<file path="config.mk">
export PLATFORM = sky130hd
export DESIGN_NAME = fte_track
export DESIGN_NICKNAME = d
export VERILOG_FILES = /design/src/rtl/fte_pkg.sv /design/src/rtl/fte_track.sv
export SDC_FILE = /design/constraint.sdc
export NUM_CORES = 1
export LEC_CHECK = 0
export ABC_AREA = 1
export BUFFER_PORTS_ARGS = -buffer_cell sky130_fd_sc_hd__buf_2
export CELL_PAD_IN_SITES_DETAIL_PLACEMENT = 1
export CELL_PAD_IN_SITES_GLOBAL_PLACEMENT = 1
export CORE_ASPECT_RATIO = 1.4
export CORE_MARGIN = 1.5
export CORE_UTILIZATION = 35
export DETAILED_ROUTE_END_ITERATION = 6
export PLACE_DENSITY_LB_ADDON = 0.1
export SYNTH_ARGS = -nofsm -noshare
export SYNTH_HDL_FRONTEND = slang
export SYNTH_SLANG_ARGS = --single-unit
</file>
<file path="constraint.sdc">
create_clock -name clk -period 4.2 [get_ports clk]
set_input_delay 0.21 -clock clk [delete_from_list [all_inputs] [get_ports clk]]
set_output_delay 0.21 -clock clk [all_outputs]
set_load 0.03 [all_outputs]
</file>
<file path="src/rtl/fte_pkg.sv">
// Shared types, constants and helpers for the face texture extents block.
`timescale 1ns / 1ps

package fte_pkg;

  // Texels per texture block. It must be a power of two: the block index is
  // taken with an arithmetic shift.
  localparam int TEX_STEP   = 16;
  localparam int DIV_SHIFT  = $clog2(TEX_STEP * 256);
  localparam int SPAN_LIMIT = 4096;
  // span * TEX_STEP > SPAN_LIMIT is the same test as span > SPAN_MAX.
  localparam int SPAN_MAX   = SPAN_LIMIT / TEX_STEP;

  localparam int VAL_W  = 32;
  localparam int PROD_W = 64;
  localparam int BLK_W  = 21;
  localparam int CFG_IDX_W = 3;

  localparam logic signed [VAL_W-1:0] VAL_MAX = {1'b0, {(VAL_W-1){1'b1}}};
  localparam logic signed [VAL_W-1:0] VAL_MIN = {1'b1, {(VAL_W-1){1'b0}}};

  typedef enum logic [CFG_IDX_W-1:0] {
    REG_S_AXIS_X = 3'd0,
    REG_S_AXIS_Y = 3'd1,
    REG_S_AXIS_Z = 3'd2,
    REG_S_SHIFT  = 3'd3,
    REG_T_AXIS_X = 3'd4,
    REG_T_AXIS_Y = 3'd5,
    REG_T_AXIS_Z = 3'd6,
    REG_T_SHIFT  = 3'd7
  } fte_reg_t;

  typedef struct packed {
    logic signed [VAL_W-1:0] ax;
    logic signed [VAL_W-1:0] ay;
    logic signed [VAL_W-1:0] az;
    logic signed [VAL_W-1:0] shift;
  } fte_axis_t;

  typedef struct packed {
    fte_axis_t s;
    fte_axis_t t;
  } fte_cfg_t;

  // Load strobes for the product and projection registers.
  typedef struct packed {
    logic ld_prod;
    logic ld_proj;
  } fte_proj_ctl_t;

  // Tracker update: a projection moves in, possibly closing the face.
  typedef struct packed {
    logic upd;
    logic last;
    logic special;
  } fte_trk_ctl_t;

  typedef struct packed {
    logic signed [BLK_W-1:0] bmin;
    logic signed [BLK_W-1:0] bmax;
    logic                    ok;
  } fte_ext_t;

  // Clamp a 34-bit block index into the output range.
  function automatic logic signed [BLK_W-1:0] sat_blk(input logic signed [33:0] v);
    logic signed [33:0] hi_lim;
    logic signed [33:0] lo_lim;
    hi_lim = 34'sd1048575;
    lo_lim = -34'sd1048576;
    if (v > hi_lim) begin
      return {1'b0, {(BLK_W-1){1'b1}}};
    end else if (v < lo_lim) begin
      return {1'b1, {(BLK_W-1){1'b0}}};
    end else begin
      return v[BLK_W-1:0];
    end
  endfunction

endpackage

</file>
<file path="src/rtl/fte_track.sv">
// Running minimum and maximum of one axis, and its block extents at face end.
`timescale 1ns / 1ps

module fte_track
  import fte_pkg::*;
(
  input  logic                    clk,
  input  logic                    rst,
  input  fte_trk_ctl_t            ctl,
  input  logic signed [VAL_W-1:0] proj,
  output fte_ext_t                ext
);

  logic signed [VAL_W-1:0] run_min;
  logic signed [VAL_W-1:0] run_max;
  logic signed [VAL_W-1:0] run_min_next;
  logic signed [VAL_W-1:0] run_max_next;
  logic signed [VAL_W-1:0] fin_min;
  logic signed [VAL_W-1:0] fin_max;
  logic                    fin_special;

  logic signed [VAL_W:0]   max_up;
  logic signed [33:0]      lo;
  logic signed [33:0]      hi;
  logic signed [33:0]      span;
  logic                    bad;

  assign run_min_next = (proj < run_min) ? proj : run_min;
  assign run_max_next = (proj > run_max) ? proj : run_max;

  always_ff @(posedge clk) begin
    if (rst) begin
      run_min <= VAL_MAX;
      run_max <= VAL_MIN;
    end else if (ctl.upd) begin
      if (ctl.last) begin
        run_min <= VAL_MAX;
        run_max <= VAL_MIN;
      end else begin
        run_min <= run_min_next;
        run_max <= run_max_next;
      end
    end
  end

  always_ff @(posedge clk) begin
    if (ctl.upd && ctl.last) begin
      fin_min     <= run_min_next;
      fin_max     <= run_max_next;
      fin_special <= ctl.special;
    end
  end

  // Floor of the minimum and ceiling of the maximum, in blocks.
  assign max_up = {fin_max[VAL_W-1], fin_max} + (VAL_W+1)'((1 << DIV_SHIFT) - 1);
  assign lo     = 34'(fin_min >>> DIV_SHIFT);
  assign hi     = 34'(max_up >>> DIV_SHIFT);
  assign span   = hi - lo;
  assign bad    = (!fin_special && span > 34'(SPAN_MAX)) || span < 34'sd0;

  always_comb begin
    ext.ok = !bad;
    if (bad) begin
      ext.bmin = '0;
      ext.bmax = BLK_W'(1);
    end else begin
      ext.bmin = sat_blk(lo);
      ext.bmax = sat_blk(hi);
    end
  end

  a_clear_after_face: assert property (@(posedge clk) disable iff (rst)
    ctl.upd && ctl.last |=> run_min == VAL_MAX && run_max == VAL_MIN)
    else $error("trackers not cleared after the last vertex of a face");

endmodule

</file>
==> flow_metrics.py <==
metrics = {
    "timing": {
        "finalHoldViolations": 0,
        "worst_slack_ns": -0.0805,
        "max-slew-margin-rel_pct": 37.3,
        "timing.fmax_mhz": 234,
        "fin_crit_sh_pct": 102,
        "rsz0062_at_grt": "yes",
        "timing.final.crit_period_ns": 4.28,
        "worst_pin_slew_ns": 0.939,
        "skew_ns": 0.0138,
        "finalSetupViolations": 40,
        "slew_violations": 0,
    },
    "yosys": {
        "yosys.area_share.simple_pct": 32.3,
        "syn_area_per_cell_um2": 6.87,
        "ys.flop_type": "dfxtp_1",
        "synth_area_um2": 8950,
        "syn_inst": 1303,
        "yosysSeqAreaShare_pct": 32.1,
        "synth_xor_area_share_pct": 0.783,
        "synth-edff-count": 53,
        "synthAdderAreaFrac_pct": 12.0,
        "synth-compound-area-share_pct": 10.6,
        "yosysWarnings": 0,
        "syn_nets": 1425,
        "ys_ff_latch": 117,
        "ys_async_sr_fraction_pct": 0,
        "synth_top_family_by_area": "simple AND/OR/NAND/NOR gates",
        "synth.distinct_cells": 35,
        "synthMuxAreaShare_pct": 0,
    },
    "floorplanning": {
        "fp.coreArea_um2": 25300,
        "start_util_pct": 35.4,
        "rows": 69,
        "num_io_pins": 80,
        "die_h_um": 192,
        "die_x_um": 138,
        "die-area_um2": 26600,
    },
    "detailed_routing": {
        "ant_nets": 0,
        "totalWireLength_um": 30600,
        "vias": 8883,
        "routed_via_density": 5.06,
        "wl_per_cell_um": 17.5,
        "first_pass_iters": 4,
        "drc_errors": 0,
        "drt_iter0_markers": 211,
    },
    "global_routing": {
        "grt_max_degree": 84,
        "grt_first_pass_wirelength_um": 45700,
        "first_global_vias": 9004,
        "gr-total-overflow": 0,
        "grt_use_total_pct": 21.9,
        "antenna_found_initial": 1,
    },
    "worst_setup_path": {
        "timing.rr.end": "fin_max[31]",
        "start_kind": "register",
        "slowest_delay_ns": 0.36,
        "r2r_slack_ns": 0.93,
        "cp_common_cell": "inv_2",
        "crit_type": "register to primary output",
        "crit_start": "fin_max[20]",
        "end_kind": "primary output",
        "endpoint": "ext[21]",
        "rr_startpoint": "run_max[15]",
        "crit_chain": "inv_2 -> nor3_4 -> nand4_1 -> nor3_4 -> nand3_2 -> nor2_4 -> buf_4 -> inv_1 -> nand2_2 -> inv_2 -> ha_4 -> a21oi_2 -> o21ai_2 -> a21oi_4 -> nand3_4 -> inv_2 -> nand4_1 -> nand2_2 -> nand3_2 -> nand2_4 -> nand2_8 -> clkbuf_16 -> nor2_4 -> buf_6",
        "ff2ff_path_depth": 10,
        "crit_slowest_cell": "edfxtp_1",
        "cp_max_fo": 7,
        "arrival_ns": 4.07,
        "required_ns": 3.99,
    },
    "placed_design": {
        "detailed_place_hpwl_um": 21400,
        "pre_cts_slack_ns": -0.0915,
        "dp_cells": 1682,
        "dpl_cell_area_um2": 9750,
        "gp_congestion": 0.850,
        "portBuffers": 79,
    },
    "clock_tree": {
        "cts_root_buffer": "clkbuf_16",
        "cts_tree": "built",
        "clkTransAtPathRegs_ns": 0.05,
        "cts-htree-levels": 4,
        "insertion_delay_ns": 0.42,
        "cts_buffer_depth": 2,
        "cts.sinks": 117,
        "numCtsBuffers": 17,
    },
    "power_and_ir_drop": {
        "power_uw": 4790,
        "power_density_nw_per_um2": 394,
        "vdd_drop_max_mv": 0.255,
        "p_leak_uw": 0.00570,
    },
    "layout": {
        "utilization_pct": 48.0,
        "num-nets-final": 1545,
        "num_antenna_cells": 0,
        "final_cells": 1755,
        "synthToLayoutAreaGrowth_pct": 35.7,
        "stdcell_area_um2": 12100,
        "drive_gt1_share_pct": 29.2,
    },
    "run_status": {
        "failed_checks": "setup timing",
        "status": "complete, but fails checks",
    },
    "hold_path": {
        "hp-class": "input port to register",
    },
    "run": {
        "drv_cap": 0,
    },
}
==> how the worst min path moves through the flow <==
stage | start | endpoint | slack (ns) | depth (start not counted)
detailed placement | ctl[0] | fin_special | 0.39 | 1
global route | proj[0] | run_min[0] | 0.14 | 5
global placement | ctl[0] | fin_special | 0.40 | 1
finish | proj[0] | run_min[0] | 0.12 | 5
CTS | proj[0] | run_min[0] | 0.11 | 5
floorplan | ctl[0] | fin_special | 0.31 | 0
==> cell type report <==
type | count | area, um2
inverters | 239 | 915
flip-flops and latches | 117 | 2870
repair buffers | 143 | 1220
fillers | 3138 | 13200
well taps | 319 | 399
multi-input cells | 905 | 6130
clock buffers | 22 | 454
clock inverters | 10 | 154
==> cell usage after synthesis, types with 2 or more instances <==
cell type | instances | area [um2]
nand2_1 | 332 | 1250
inv_1 | 237 | 890
a21oi_1 | 111 | 556
ha_1 | 84 | 1050
nand3_1 | 69 | 345
nor2_1 | 67 | 251
dfxtp_1 | 64 | 1280
edfxtp_1 | 53 | 1590
o21ai_0 | 52 | 260
nand4_1 | 49 | 307
nor2_2 | 42 | 263
and2_1 | 34 | 213
clkbuf_1 | 30 | 113
nor3_1 | 12 | 60.1
o211ai_1 | 11 | 82.6
buf_2 | 7 | 35.0
nand3b_1 | 7 | 52.6
xor2_1 | 6 | 52.6
nand2_2 | 5 | 31.3
or2_2 | 5 | 31.3
buf_6 | 4 | 45.0
nand3_2 | 4 | 40.0
inv_2 | 2 | 7.51
nor3_2 | 2 | 20.0
o21a_1 | 2 | 15.0
o21bai_1 | 2 | 15.0
xnor2_1 | 2 | 17.5
==> state kept, by name, indices dropped and copies added, names as in the netlist <==
register and cells:
run_min 32, run_max 32, fin_max 32, fin_special 1, fin_min 20
==> layout by cell type, fill, tap and decap left out, types with 22 or more instances in the layout <==
cell type	instances
edfxtp_1	53
and2_1	32
nor2_1	42
inv_2	22
nand4_1	49
ha_1	67
a21oi_1	96
nand2_1	267
nor2_4	47
dfxtp_1	64
buf_2	36
inv_1	211
o21ai_0	47
buf_6	44
buf_4	57
nand3_1	48
nand2_2	48
==> what timing repair did <==
item / in CTS / in global routing
setup endpoints to repair: 43 / 43
endpoints found under the hold margin: 1 / 0
cloned: 1 / 1
pin swaps: 9 / 88
gates resized for setup: 128 / 257
hold buffers: 1 / 0
setup buffers: 16 / 23
==> power breakdown <==
part           leakage [uW]  internal (uW)  total (uW)  switching (uW)
registers           0.00102           1320        1370            52.8
logic               0.00439            718        1890            1180
clock network      0.000292           1000        1520             519
==> worst max-delay path, delay by kind of cell, from the launching register on <==
kind	cells	cell delay, ns
buffers and inverters	7	0.71
adders and majority gates	1	0.29
DFF	1	0.36
and+or+nand+nor	13	1.80
AOI/OAI and AO/OA	3	0.47
==> per-stage QoR <==
stage                     TNS [ns]  hold WS [ns]
after floorplan                  0         0.309
after detailed placement     -1.48         0.391
after CTS                   -0.154         0.111
final                        -1.39         0.119
after global placement      -0.104         0.395
after global routing        -11.40         0.142
==> per-layer routing <==
layer | routed length (um) | part of all wire (%) | up-vias | GRT usage (%)
li1 | - | - | 4439 | -
met1 | 11800 | 39 | 4258 | 22.3
met2 | 17200 | 56 | 126 | 44.6
met3 | 542 | 1.8 | 58 | 2.57
met4 | 1040 | 3.4 | 2 | 8.91
met5 | 7 | 0.023 | - | 0
==> kinds of logic (layout without fill, tap and decap cells) <==
| family | Yosys count | after routing |
|---|---|---|
| AND/OR/NAND/NOR | 631 | 631 |
| XOR/XNOR | 8 | 8 |
| buffers and inverters | 281 | 414 |
| AO/OA/AOI/OAI | 181 | 181 |
| flip-flops | 117 | 117 |
| adder cells (fa/ha/maj) | 85 | 85 |
No activity file was read; power rests on OpenSTA's default activity.
