==> config.mk <==
export PLATFORM = sky130hd
export DESIGN_NAME = fte_cfg
export DESIGN_NICKNAME = d
export VERILOG_FILES = /design/src/rtl/fte_pkg.sv /design/src/rtl/fte_cfg.sv
export SDC_FILE = /design/constraint.sdc
export NUM_CORES = 1
export LEC_CHECK = 0
export BUFFER_PORTS_ARGS = -buffer_cell sky130_fd_sc_hd__buf_2
export CAP_MARGIN = 20
export CORE_MARGIN = 2
export CORE_UTILIZATION = 45
export DETAILED_ROUTE_END_ITERATION = 10
export GPL_TIMING_DRIVEN = 0
export PLACE_DENSITY = 0.75
export SETUP_SLACK_MARGIN = 0.05
export SLEW_MARGIN = 20
export SYNTH_ARGS = -nofsm -noshare
export SYNTH_HDL_FRONTEND = slang
export SYNTH_SLANG_ARGS = --single-unit
==> constraint.sdc <==
create_clock -name clk -period 1.4 [get_ports clk]
set_input_delay 0.28 -clock clk [delete_from_list [all_inputs] [get_ports clk]]
set_output_delay 0.28 -clock clk [all_outputs]
set_load 0.01 [all_outputs]
==> src/rtl/fte_pkg.sv <==
// Shared types, constants and helpers for the face texture extents block.
`timescale 1ns / 1ps

package fte_pkg;

  // Texels per texture block. It must be a power of two: the block index is
  // taken with an arithmetic shift.
  localparam int TEX_STEP   = 16;
  localparam int DIV_SHIFT  = $clog2(TEX_STEP * 256);
  localparam int SPAN_LIMIT = 4096;
  // span * TEX_STEP > SPAN_LIMIT is the same test as span > SPAN_MAX.
  localparam int SPAN_MAX   = SPAN_LIMIT / TEX_STEP;

  localparam int VAL_W  = 32;
  localparam int PROD_W = 64;
  localparam int BLK_W  = 21;
  localparam int CFG_IDX_W = 3;

  localparam logic signed [VAL_W-1:0] VAL_MAX = {1'b0, {(VAL_W-1){1'b1}}};
  localparam logic signed [VAL_W-1:0] VAL_MIN = {1'b1, {(VAL_W-1){1'b0}}};

  typedef enum logic [CFG_IDX_W-1:0] {
    REG_S_AXIS_X = 3'd0,
    REG_S_AXIS_Y = 3'd1,
    REG_S_AXIS_Z = 3'd2,
    REG_S_SHIFT  = 3'd3,
    REG_T_AXIS_X = 3'd4,
    REG_T_AXIS_Y = 3'd5,
    REG_T_AXIS_Z = 3'd6,
    REG_T_SHIFT  = 3'd7
  } fte_reg_t;

  typedef struct packed {
    logic signed [VAL_W-1:0] ax;
    logic signed [VAL_W-1:0] ay;
    logic signed [VAL_W-1:0] az;
    logic signed [VAL_W-1:0] shift;
  } fte_axis_t;

  typedef struct packed {
    fte_axis_t s;
    fte_axis_t t;
  } fte_cfg_t;

  // Load strobes for the product and projection registers.
  typedef struct packed {
    logic ld_prod;
    logic ld_proj;
  } fte_proj_ctl_t;

  // Tracker update: a projection moves in, possibly closing the face.
  typedef struct packed {
    logic upd;
    logic last;
    logic special;
  } fte_trk_ctl_t;

  typedef struct packed {
    logic signed [BLK_W-1:0] bmin;
    logic signed [BLK_W-1:0] bmax;
    logic                    ok;
  } fte_ext_t;

  // Clamp a 34-bit block index into the output range.
  function automatic logic signed [BLK_W-1:0] sat_blk(input logic signed [33:0] v);
    logic signed [33:0] hi_lim;
    logic signed [33:0] lo_lim;
    hi_lim = 34'sd1048575;
    lo_lim = -34'sd1048576;
    if (v > hi_lim) begin
      return {1'b0, {(BLK_W-1){1'b1}}};
    end else if (v < lo_lim) begin
      return {1'b1, {(BLK_W-1){1'b0}}};
    end else begin
      return v[BLK_W-1:0];
    end
  endfunction

endpackage

==> src/rtl/fte_cfg.sv <==
// Configuration register file for the texture axes and offsets.
`timescale 1ns / 1ps

module fte_cfg
  import fte_pkg::*;
(
  input  logic                 clk,
  input  logic                 rst,
  input  logic                 cfg_valid,
  input  logic [CFG_IDX_W-1:0] cfg_index,
  input  logic [VAL_W-1:0]     cfg_data,
  output fte_cfg_t             cfg
);

  fte_cfg_t cfg_next;
  logic     wr;

  assign wr = cfg_valid;

  always_comb begin
    cfg_next = cfg;
    if (wr) begin
      unique case (fte_reg_t'(cfg_index))
        REG_S_AXIS_X: cfg_next.s.ax    = cfg_data;
        REG_S_AXIS_Y: cfg_next.s.ay    = cfg_data;
        REG_S_AXIS_Z: cfg_next.s.az    = cfg_data;
        REG_S_SHIFT:  cfg_next.s.shift = cfg_data;
        REG_T_AXIS_X: cfg_next.t.ax    = cfg_data;
        REG_T_AXIS_Y: cfg_next.t.ay    = cfg_data;
        REG_T_AXIS_Z: cfg_next.t.az    = cfg_data;
        REG_T_SHIFT:  cfg_next.t.shift = cfg_data;
        default:      cfg_next = cfg;
      endcase
    end
  end

  always_ff @(posedge clk) begin
    if (rst) begin
      cfg <= '0;
    end else begin
      cfg <= cfg_next;
    end
  end

endmodule

==> flow_summary.ini, run 1 <==
[die]
core_area_um2 = 21820
fp.dieArea_um2 = 23460
io_pins = 294
num_rows = 54
die_x_um = 153.2
start_util = 0.4588
chipHeight_um = 153.2

[final_layout]
largest_registers = cfg x256
fin_area_um2 = 12730
layout.nets = 1256
fill_cells = 1880
fin_util = 0.5832
multi_input_comb_area_um2 = 4459
layout-drive-gt1-share = 0.3161
regArea_um2 = 5125
area_growth_pct = 27.12
largest_reg_flops = 256
regMostFlops = cfg

[power_and_ir_drop]
leakagePower_nw = 6.946
p_per_area_nw_per_um2 = 1238
seqPwrFrac = 0.478
p_comb_frac = 0.072
power_mw = 15.76
power.switching_mw = 3.611
internal_power_mw = 12.14
p_sw_frac = 0.2292
p_clk_frac = 0.450
vdd_drop_max_mv = 0.6985

[timing]
hold_viol_final = 0
worstMarginPinSlew_ns = 0.5333
post-route-min-period_ns = 1.308
drv_slew = 0
max_slew_margin = 0.6445
skew_ns = 0
fmax_ghz = 0.7647
rsz0062_at_grt = true
setup_violations = 0
finalCritPeriodShare = 0.9340

[synthesis]
synth-edff-count = 0
syn_area_um2 = 10010
syn_inst = 906
synth_top_area_frac = 0.5118
syn_nets = 944
yosysTopAreaCell = dfxtp_1
async_flop_share = 0
ys_ff_latch = 256
synth_ff_type = dfxtp_1
avgSynthCellArea_um2 = 11.05
synth_cell_types = 15
synth.most_common_cell = nand2b_1
yosysSeqAreaShare = 0.5118
netlist_top_cells_count = nand2b_1 (288), dfxtp_1 (256), mux2i_1 (256)
synth_area_leaders = dfxtp_1 (51%), mux2i_1 (26%), nand2b_1 (18%)
yosys_warnings = 0

[route]
drc = 0
drtPass1Iterations = 4
routedWlPerCell_um = 18.74
routed_via_density = 4.865
drt_iter0_drc = 280
wirelength_mm = 28.45
num_vias = 7385
ant_nets = 0

[placement]
place_congestion = 0.7996
dp_hpwl_mm = 20.36
place_area_um2 = 11820
io_buffers = 288

[global_route]
grt_pass1_vias = 7362
grt_pass1_wl_mm = 43.57
grt_antenna_before_repair = 1
grt_max_degree = 15
grt-ovfl-total = 0
grt.total_usage = 0.2355

[setup_path]
crit_chain = buf_2
crit_slowest_cell = dfxtp_1
worstSetupEndpointType = output pin
worst_setup_path_start_kind = flop
crit_required_ns = 1.12
cp_max_fo = 2
critPathArrivalTime_ns = 1.03
criticalPathCategory = reg2out
cp.buffers_inverters = 1
cp_top_family = flip-flops
rrSetupSlack_ns = 0.76
cpPeakStageDelay_ns = 0.35

[clock_network]
clockRootBuffer = clkbuf_16
cts-buffers-inserted = 26
cts_setup_buffers = 0
cts_tree = built
clk_latency_ns = 0.52
clockBufferDepth = 3
htree_levels = 1
clk_pin_slew_ns = 0.06
clock-sinks = 256
cts_hold_buf = 0

[run]
cap_viol_max_count = 0

[min_path]
hp-class = in2reg

[status]
status = completed
path summary, 6_finish.rpt:
kind,startpoint,end,cells past startpoint
setup / recovery,cfg[0],cfg[0],1
hold reg to reg,cfg[207],cfg[207],2
hold / removal,cfg_index[1],cfg[212],4
setup reg to reg,cfg[185],cfg[185],2
routing by layer:
metal | global-route usage | vias up | wire (um)
met1 | 0.3002 | 3506 | 12420
li1 | - | 3580 | -
met3 | 0.06635 | 57 | 2063
met2 | 0.3865 | 240 | 13030
met4 | 0.07628 | 2 | 918
met5 | 0 | - | 13
per-stage QoR:
stage,hold slack [ns],TNS [ns],std cells,worst slack (ns)
6_report,0.2570,0,1518,0.09237
5_1_grt,0.2466,0,1517,0.03456
4_1_cts,0.2321,0,1521,0.07374
3_5_place_dp,0.4599,-199.98,1474,-0.8942
3_3_place_gp,0.4555,-189.43,1474,-0.8711
2_1_floorplan,0.4926,-0.4461,906,-0.04461
final cells by class:
| class | instances | area share |
|---|---|---|
| Sequential cell | 256 | 0.4026 |
| Multi-Input combinational cell | 554 | 0.3503 |
| Timing Repair Buffer | 288 | 0.1137 |
| Clock buffer | 37 | 0.06075 |
| Buffer | 92 | 0.03637 |
| Tap cell | 280 | 0.02752 |
| Clock inverter | 10 | 0.008454 |
| Antenna cell | 1 | 0.0001966 |
repair_timing:
action	CTS	global route
resized for setup	23	9
cloned	0	0
endpoints found under the setup margin	251	93
pin swaps	0	0
cells in the final DEF (no fill, tap or decap), types with 3 or more instances in the layout:
| cell type | netlist | final |
|---|---|---|
| buf_6 | 2 | 3 |
| clkinv_2 | 0 | 6 |
| nand4b_1 | 3 | 3 |
| clkbuf_8 | 0 | 6 |
| mux2i_1 | 256 | 256 |
| dfxtp_1 | 256 | 256 |
| clkbuf_1 | 56 | 29 |
| buf_2 | 28 | 313 |
| buf_4 | 2 | 3 |
| clkbuf_16 | 0 | 27 |
| nand2b_1 | 288 | 288 |
| buf_1 | 7 | 7 |
| clkbuf_2 | 0 | 26 |
| nand4bb_1 | 3 | 3 |
cells by family (layout without fill, tap and decap cells):
logic type / count (synthesis) / after routing / share of synthesized area
buffers and inverters: 96 / 427 / 0.04286
flip-flops: 256 / 256 / 0.5118
multiplexers: 256 / 256 / 0.2559
other: 0 / 1 / 0
AND/OR/NAND/NOR: 298 / 298 / 0.1894
power by group through the flow:
stage	Clock [mW]	Sequential [mW]	Combinational [mW]
floorplan	0	7.76	0.604
global placement	0	7.68	1.13
detailed placement	0	7.69	1.14
CTS	7.19	7.53	1.15
global route	7.51	7.54	1.22
finish	7.09	7.53	1.14
(Power assumes the default switching activity.)
==> run 2: changes to the inputs <==
--- a/config.mk
+++ b/config.mk
@@ -8,10 +8,10 @@
 export BUFFER_PORTS_ARGS = -buffer_cell sky130_fd_sc_hd__buf_2
 export CAP_MARGIN = 20
 export CORE_MARGIN = 2
-export CORE_UTILIZATION = 45
+export CORE_UTILIZATION = 35
 export DETAILED_ROUTE_END_ITERATION = 10
 export GPL_TIMING_DRIVEN = 0
-export PLACE_DENSITY = 0.75
+export PLACE_DENSITY = 0.61
 export SETUP_SLACK_MARGIN = 0.05
 export SLEW_MARGIN = 20
 export SYNTH_ARGS = -nofsm -noshare
==> run 2 against run 1 <==
  * Global-route usage decreased by 4.0 points
  * Non-clock buffer count decreased by 2
  * Highest routed layer is now met4
  * Utilization decreased by 11 points
  * Critical path depth unchanged
  * Worst hold slack got worse by 0.037 ns
  * Critical endpoint is now cfg[156]
  * Combinational power about the same
==> flow_summary.ini, run 2 (synthesis results as in run 1) <==
[die]
fp.dieArea_um2 = 29980
start_util = 0.3575
io_pins = 294
die_x_um = 173.1
num_rows = 61
chipHeight_um = 173.1
core_area_um2 = 28010

[final_layout]
layout.nets = 1257
area_growth_pct = 31.45
largest_reg_flops = 256
layout_common_cells = nand2b_1 (288), buf_2 (285), mux2i_1 (256)
multi_input_comb_area_um2 = 4459
fill_cells = 2734
largest_registers = cfg x256
layout-drive-gt1-share = 0.3409
regMostFlops = cfg
final_common_cell = nand2b_1
regArea_um2 = 5157

[setup_path]
crit_required_ns = 1.12
worst_setup_path_start_kind = flop
crit_slowest_cell = dfxtp_1
cp.buffers_inverters = 1
critPathArrivalTime_ns = 1.05
cp_top_family = flip-flops
cpPeakStageDelay_ns = 0.36
worstSetupEndpointType = output pin
criticalPathCategory = reg2out
cp_max_fo = 2
crit_chain = buf_2

[clock_network]
clk_latency_ns = 0.54
clock-sinks = 256
clockRootBuffer = clkbuf_16
clk_pin_slew_ns = 0.06
clockBufferDepth = 3
htree_levels = 1
cts-buffers-inserted = 29
cts_tree = built
cts_setup_buffers = 0

[timing]
max_slew_margin = 0.6316
worstMarginPinSlew_ns = 0.5526
post-route-min-period_ns = 1.329
fmax_ghz = 0.7527
tns_ns = 0
rsz0062_at_grt = false
skew_ns = 0
finalCritPeriodShare = 0.9489
holdWs_ns = 0.2204
setup_violations = 0
drv_slew = 0
hold_viol_final = 0

[global_route]
grt_antenna_before_repair = 1
grt_max_degree = 14
grt_pass1_wl_mm = 45.75
grt.total_usage = 0.1955
grt_pass1_vias = 7386
grt-ovfl-total = 0

[placement]
io_buffers = 288
dp_hpwl_mm = 21.57
place_congestion = 0.7235

[route]
routed_via_density = 4.493
routedWlPerCell_um = 18.66
num_vias = 7278
ant_nets = 0
drtPass1Iterations = 4
drt_iter0_drc = 281
wirelength_mm = 30.24
drc = 0

[power_and_ir_drop]
vdd_drop_max_mv = 0.8467
leakagePower_nw = 7.051
p_per_area_nw_per_um2 = 1300

[min_path]
hp-class = in2reg

[status]
status = completed

[run]
cap_viol_max_count = 0
==> run 2: changes by cell type in the layout (fill, tap and decap cells not counted), sizes merged <==
cell | before | now
buf | 328 | 327
clkinv | 8 | 4
clkbuf | 89 | 93
inv | 0 | 1
bufinv | 2 | 6
==> run 2: stage by stage <==
stage          area (um2)  total power, mW    util  setup slack (ns)  std cells
2_1_floorplan       10030            8.365       -          -0.04461        906
3_3_place_gp        11940            8.835  0.4263           -0.8576       1572
3_5_place_dp        11940            8.847  0.4263           -0.8368       1572
4_1_cts             13050            17.32  0.4660           0.05167       1625
5_1_grt             13160            17.72  0.4698           0.04231       1619
6_report            13160            17.11  0.4699           0.07148       1620
==> run 2: worst paths after layout <==
path                 from        to  slack (ns)  cells past startpoint
max              cfg[156]  cfg[156]        0.07                      1
max reg2reg      cfg[151]  cfg[151]        0.75                      2
min          cfg_index[0]  cfg[128]        0.22                      3
min reg2reg      cfg[212]  cfg[212]        0.46                      2
==> run 2: final cells by class <==
cell class,instances,area share
multi-input cells,554,0.3388
diodes,1,0.0001901
clock inverters,11,0.01616
well taps,378,0.03593
flip-flops and latches,256,0.3918
plain buffers,90,0.03460
clock buffers,42,0.06568
repair buffers,288,0.1168
==> run 2: timing repair <==
item,in CTS,in global routing
hold endpoints to repair,0,0
setup endpoints to repair,253,119
resized for setup,22,66
hold buffers,0,0
==> run 2: per-layer routing <==
| metal | share of wire | global-route usage | wire length (um) | up-vias |
|---|---|---|---|---|
| met1 | 0.45 | 0.2451 | 13490 | 3455 |
| met4 | 0.015 | 0.04061 | 457 | 0 |
| met2 | 0.46 | 0.3280 | 13940 | 215 |
| li1 | - | - | - | 3572 |
| met3 | 0.078 | 0.06442 | 2358 | 36 |
| met5 | 0 | 0 | 0 | - |
==> run 2: where the power goes <==
group          total (mW)  internal (mW)  switching, mW  leakage (nW)
registers            7.53           7.45         0.0832          2.08
logic                1.16          0.504          0.654          4.43
clock network        8.42           5.37           3.05         0.532
total                17.1           13.3           3.79          7.05
==> run 3: changes to the inputs <==
==> constraint.sdc (replaced) <==
create_clock -name clk -period 1.1 [get_ports clk]
set_input_delay 0.22 -clock clk [delete_from_list [all_inputs] [get_ports clk]]
set_output_delay 0.22 -clock clk [all_outputs]
set_load 0.01 [all_outputs]
==> run 3 against run 2 <==
  * The flow now finishes with violations (negative setup slack)
  * Final area up 18%
  * Critical path depth unchanged
  * Die area is the same
  * Total power increased by 22%
  * Count of clock-buffer cells in the layout unchanged
  * Critical endpoint is now cfg[194]
  * Clock power up 12%
  * Critical path type unchanged
==> flow_summary.ini, run 3 (synthesis results as in run 1) <==
[power_and_ir_drop]
power_mw = 20.90
p_per_area_nw_per_um2 = 1345
leakagePower_nw = 7.727
vdd_drop_max_mv = 0.9610

[clock_network]
cts_tree = built
cts-buffers-inserted = 29
clk_latency_ns = 0.53
clockBufferDepth = 3
clk_pin_slew_ns = 0.06
clock-sinks = 256
htree_levels = 1
clockRootBuffer = clkbuf_16

[setup_path]
crit_required_ns = 0.88
cp_top_family = flip-flops
crit_chain = buf_6
r2r_start = cfg[180]
cp.buffers_inverters = 1
criticalPathCategory = reg2out
crit_slowest_cell = dfxtp_2
cp_max_fo = 2
crit_start = cfg[194]
critPathArrivalTime_ns = 0.99
worstSetupEndpointType = output pin
worst_setup_path_start_kind = flop
cpPeakStageDelay_ns = 0.35

[die]
num_rows = 61
die_x_um = 173.1
fp.dieArea_um2 = 29980
core_area_um2 = 28010
io_pins = 294
chipHeight_um = 173.1
start_util = 0.3575

[timing]
skew_ns = 0
hold_viol_final = 0
worstMarginPinSlew_ns = 0.5362
finalCritPeriodShare = 1.100
setup_ws_ns = -0.1105
rsz0062_at_grt = true
max_slew_margin = 0.6425
setup_violations = 256
holdWs_ns = 0.1519
drv_slew = 0
fmax_ghz = 0.8261
post-route-min-period_ns = 1.210
tns_ns = -23.51

[placement]
place_congestion = 0.7773
dpl_worst_slack_ns = -0.5440
io_buffers = 288
dp_hpwl_mm = 21.60

[status]
violations = negative setup slack
status = complete, but fails checks

[min_path]
hp-class = in2reg
min_from = cfg_data[1]

[final_layout]
largest_registers = cfg x256
final_common_cell = nand2b_1
layout.nets = 1325
layout_common_cells = nand2b_1 (288), buf_6 (278), mux2i_1 (256), dfxtp_2 (256), buf_4 (65)
largest_reg_flops = 256
regMostFlops = cfg
layout-drive-gt1-share = 0.5531
area_growth_pct = 55.14

[global_route]
grt_antenna_before_repair = 0
grt_pass1_vias = 7957
grt.total_usage = 0.2079
grt-ovfl-total = 0
grt_max_degree = 14
grt_pass1_wl_mm = 48.78

[run]
cap_viol_max_count = 0

[route]
wirelength_mm = 31.94
routed_via_density = 4.568
ant_nets = 0
drt_iter0_drc = 326
drc = 0
drtPass1Iterations = 4
num_vias = 7715
routedWlPerCell_um = 18.91
run 3: cell count changes in the layout (fill, tap and decap cells not counted), sizes merged:
cell,change
clkbuf,+4
buf,+64
clkinv,+5
clkinvlp,+1
diode,+1
inv,-1
bufinv,-5
run 3: final timing paths:
path / end / slack [ns] / cells past startpoint
setup reg to reg: cfg[180] / 0.31 / 4
hold reg to reg: cfg[204] / 0.48 / 2
setup / recovery: cfg[194] / -0.11 / 1
hold / removal: cfg[65] / 0.15 / 4
run 3: where the power goes:
group	internal [mW]	switching [mW]	total, mW
sequential	9.52	0.149	9.67
combinational	0.967	0.876	1.84
clock	5.53	3.86	9.39
total	16.0	4.88	20.9
run 3: stage by stage:
| step | utilization | cell area [um2] | std cells |
|---|---|---|---|
| finish | 0.5546 | 15530 | 1689 |
| global route | 0.5544 | 15530 | 1687 |
| CTS | 0.5428 | 15200 | 1645 |
| detailed placement | 0.4357 | 12210 | 1572 |
| global placement | 0.4357 | 12210 | 1572 |
| floorplan | - | 10290 | 906 |
run 3: timing repair:
item | CTS | global route
setup endpoints to repair | 263 | 307
resized for setup | 543 | 17
buffers inserted | 20 | 42
pin swaps | 1 | 0
hold buffers | 0 | 0
run 3: per-layer routing:
metal  GRT usage  share of wire  up-vias
met5           0              0        -
met4     0.05297          0.021        0
met3     0.05255          0.065       44
met2      0.3510           0.48      218
met1      0.2649           0.43     3722
li1            -              -     3731
run 3: cell type report:
| cell class | count | area (um2) |
|---|---|---|
| diodes | 2 | 5.005 |
| multi-input cells | 554 | 4459 |
| flip-flops and latches | 256 | 5445 |
| clock inverters | 11 | 82.58 |
| repair buffers | 350 | 3508 |
| clock buffers | 42 | 844.6 |
| well taps | 378 | 473.0 |
| fillers | 2400 | 12480 |
| plain buffers | 96 | 716.9 |
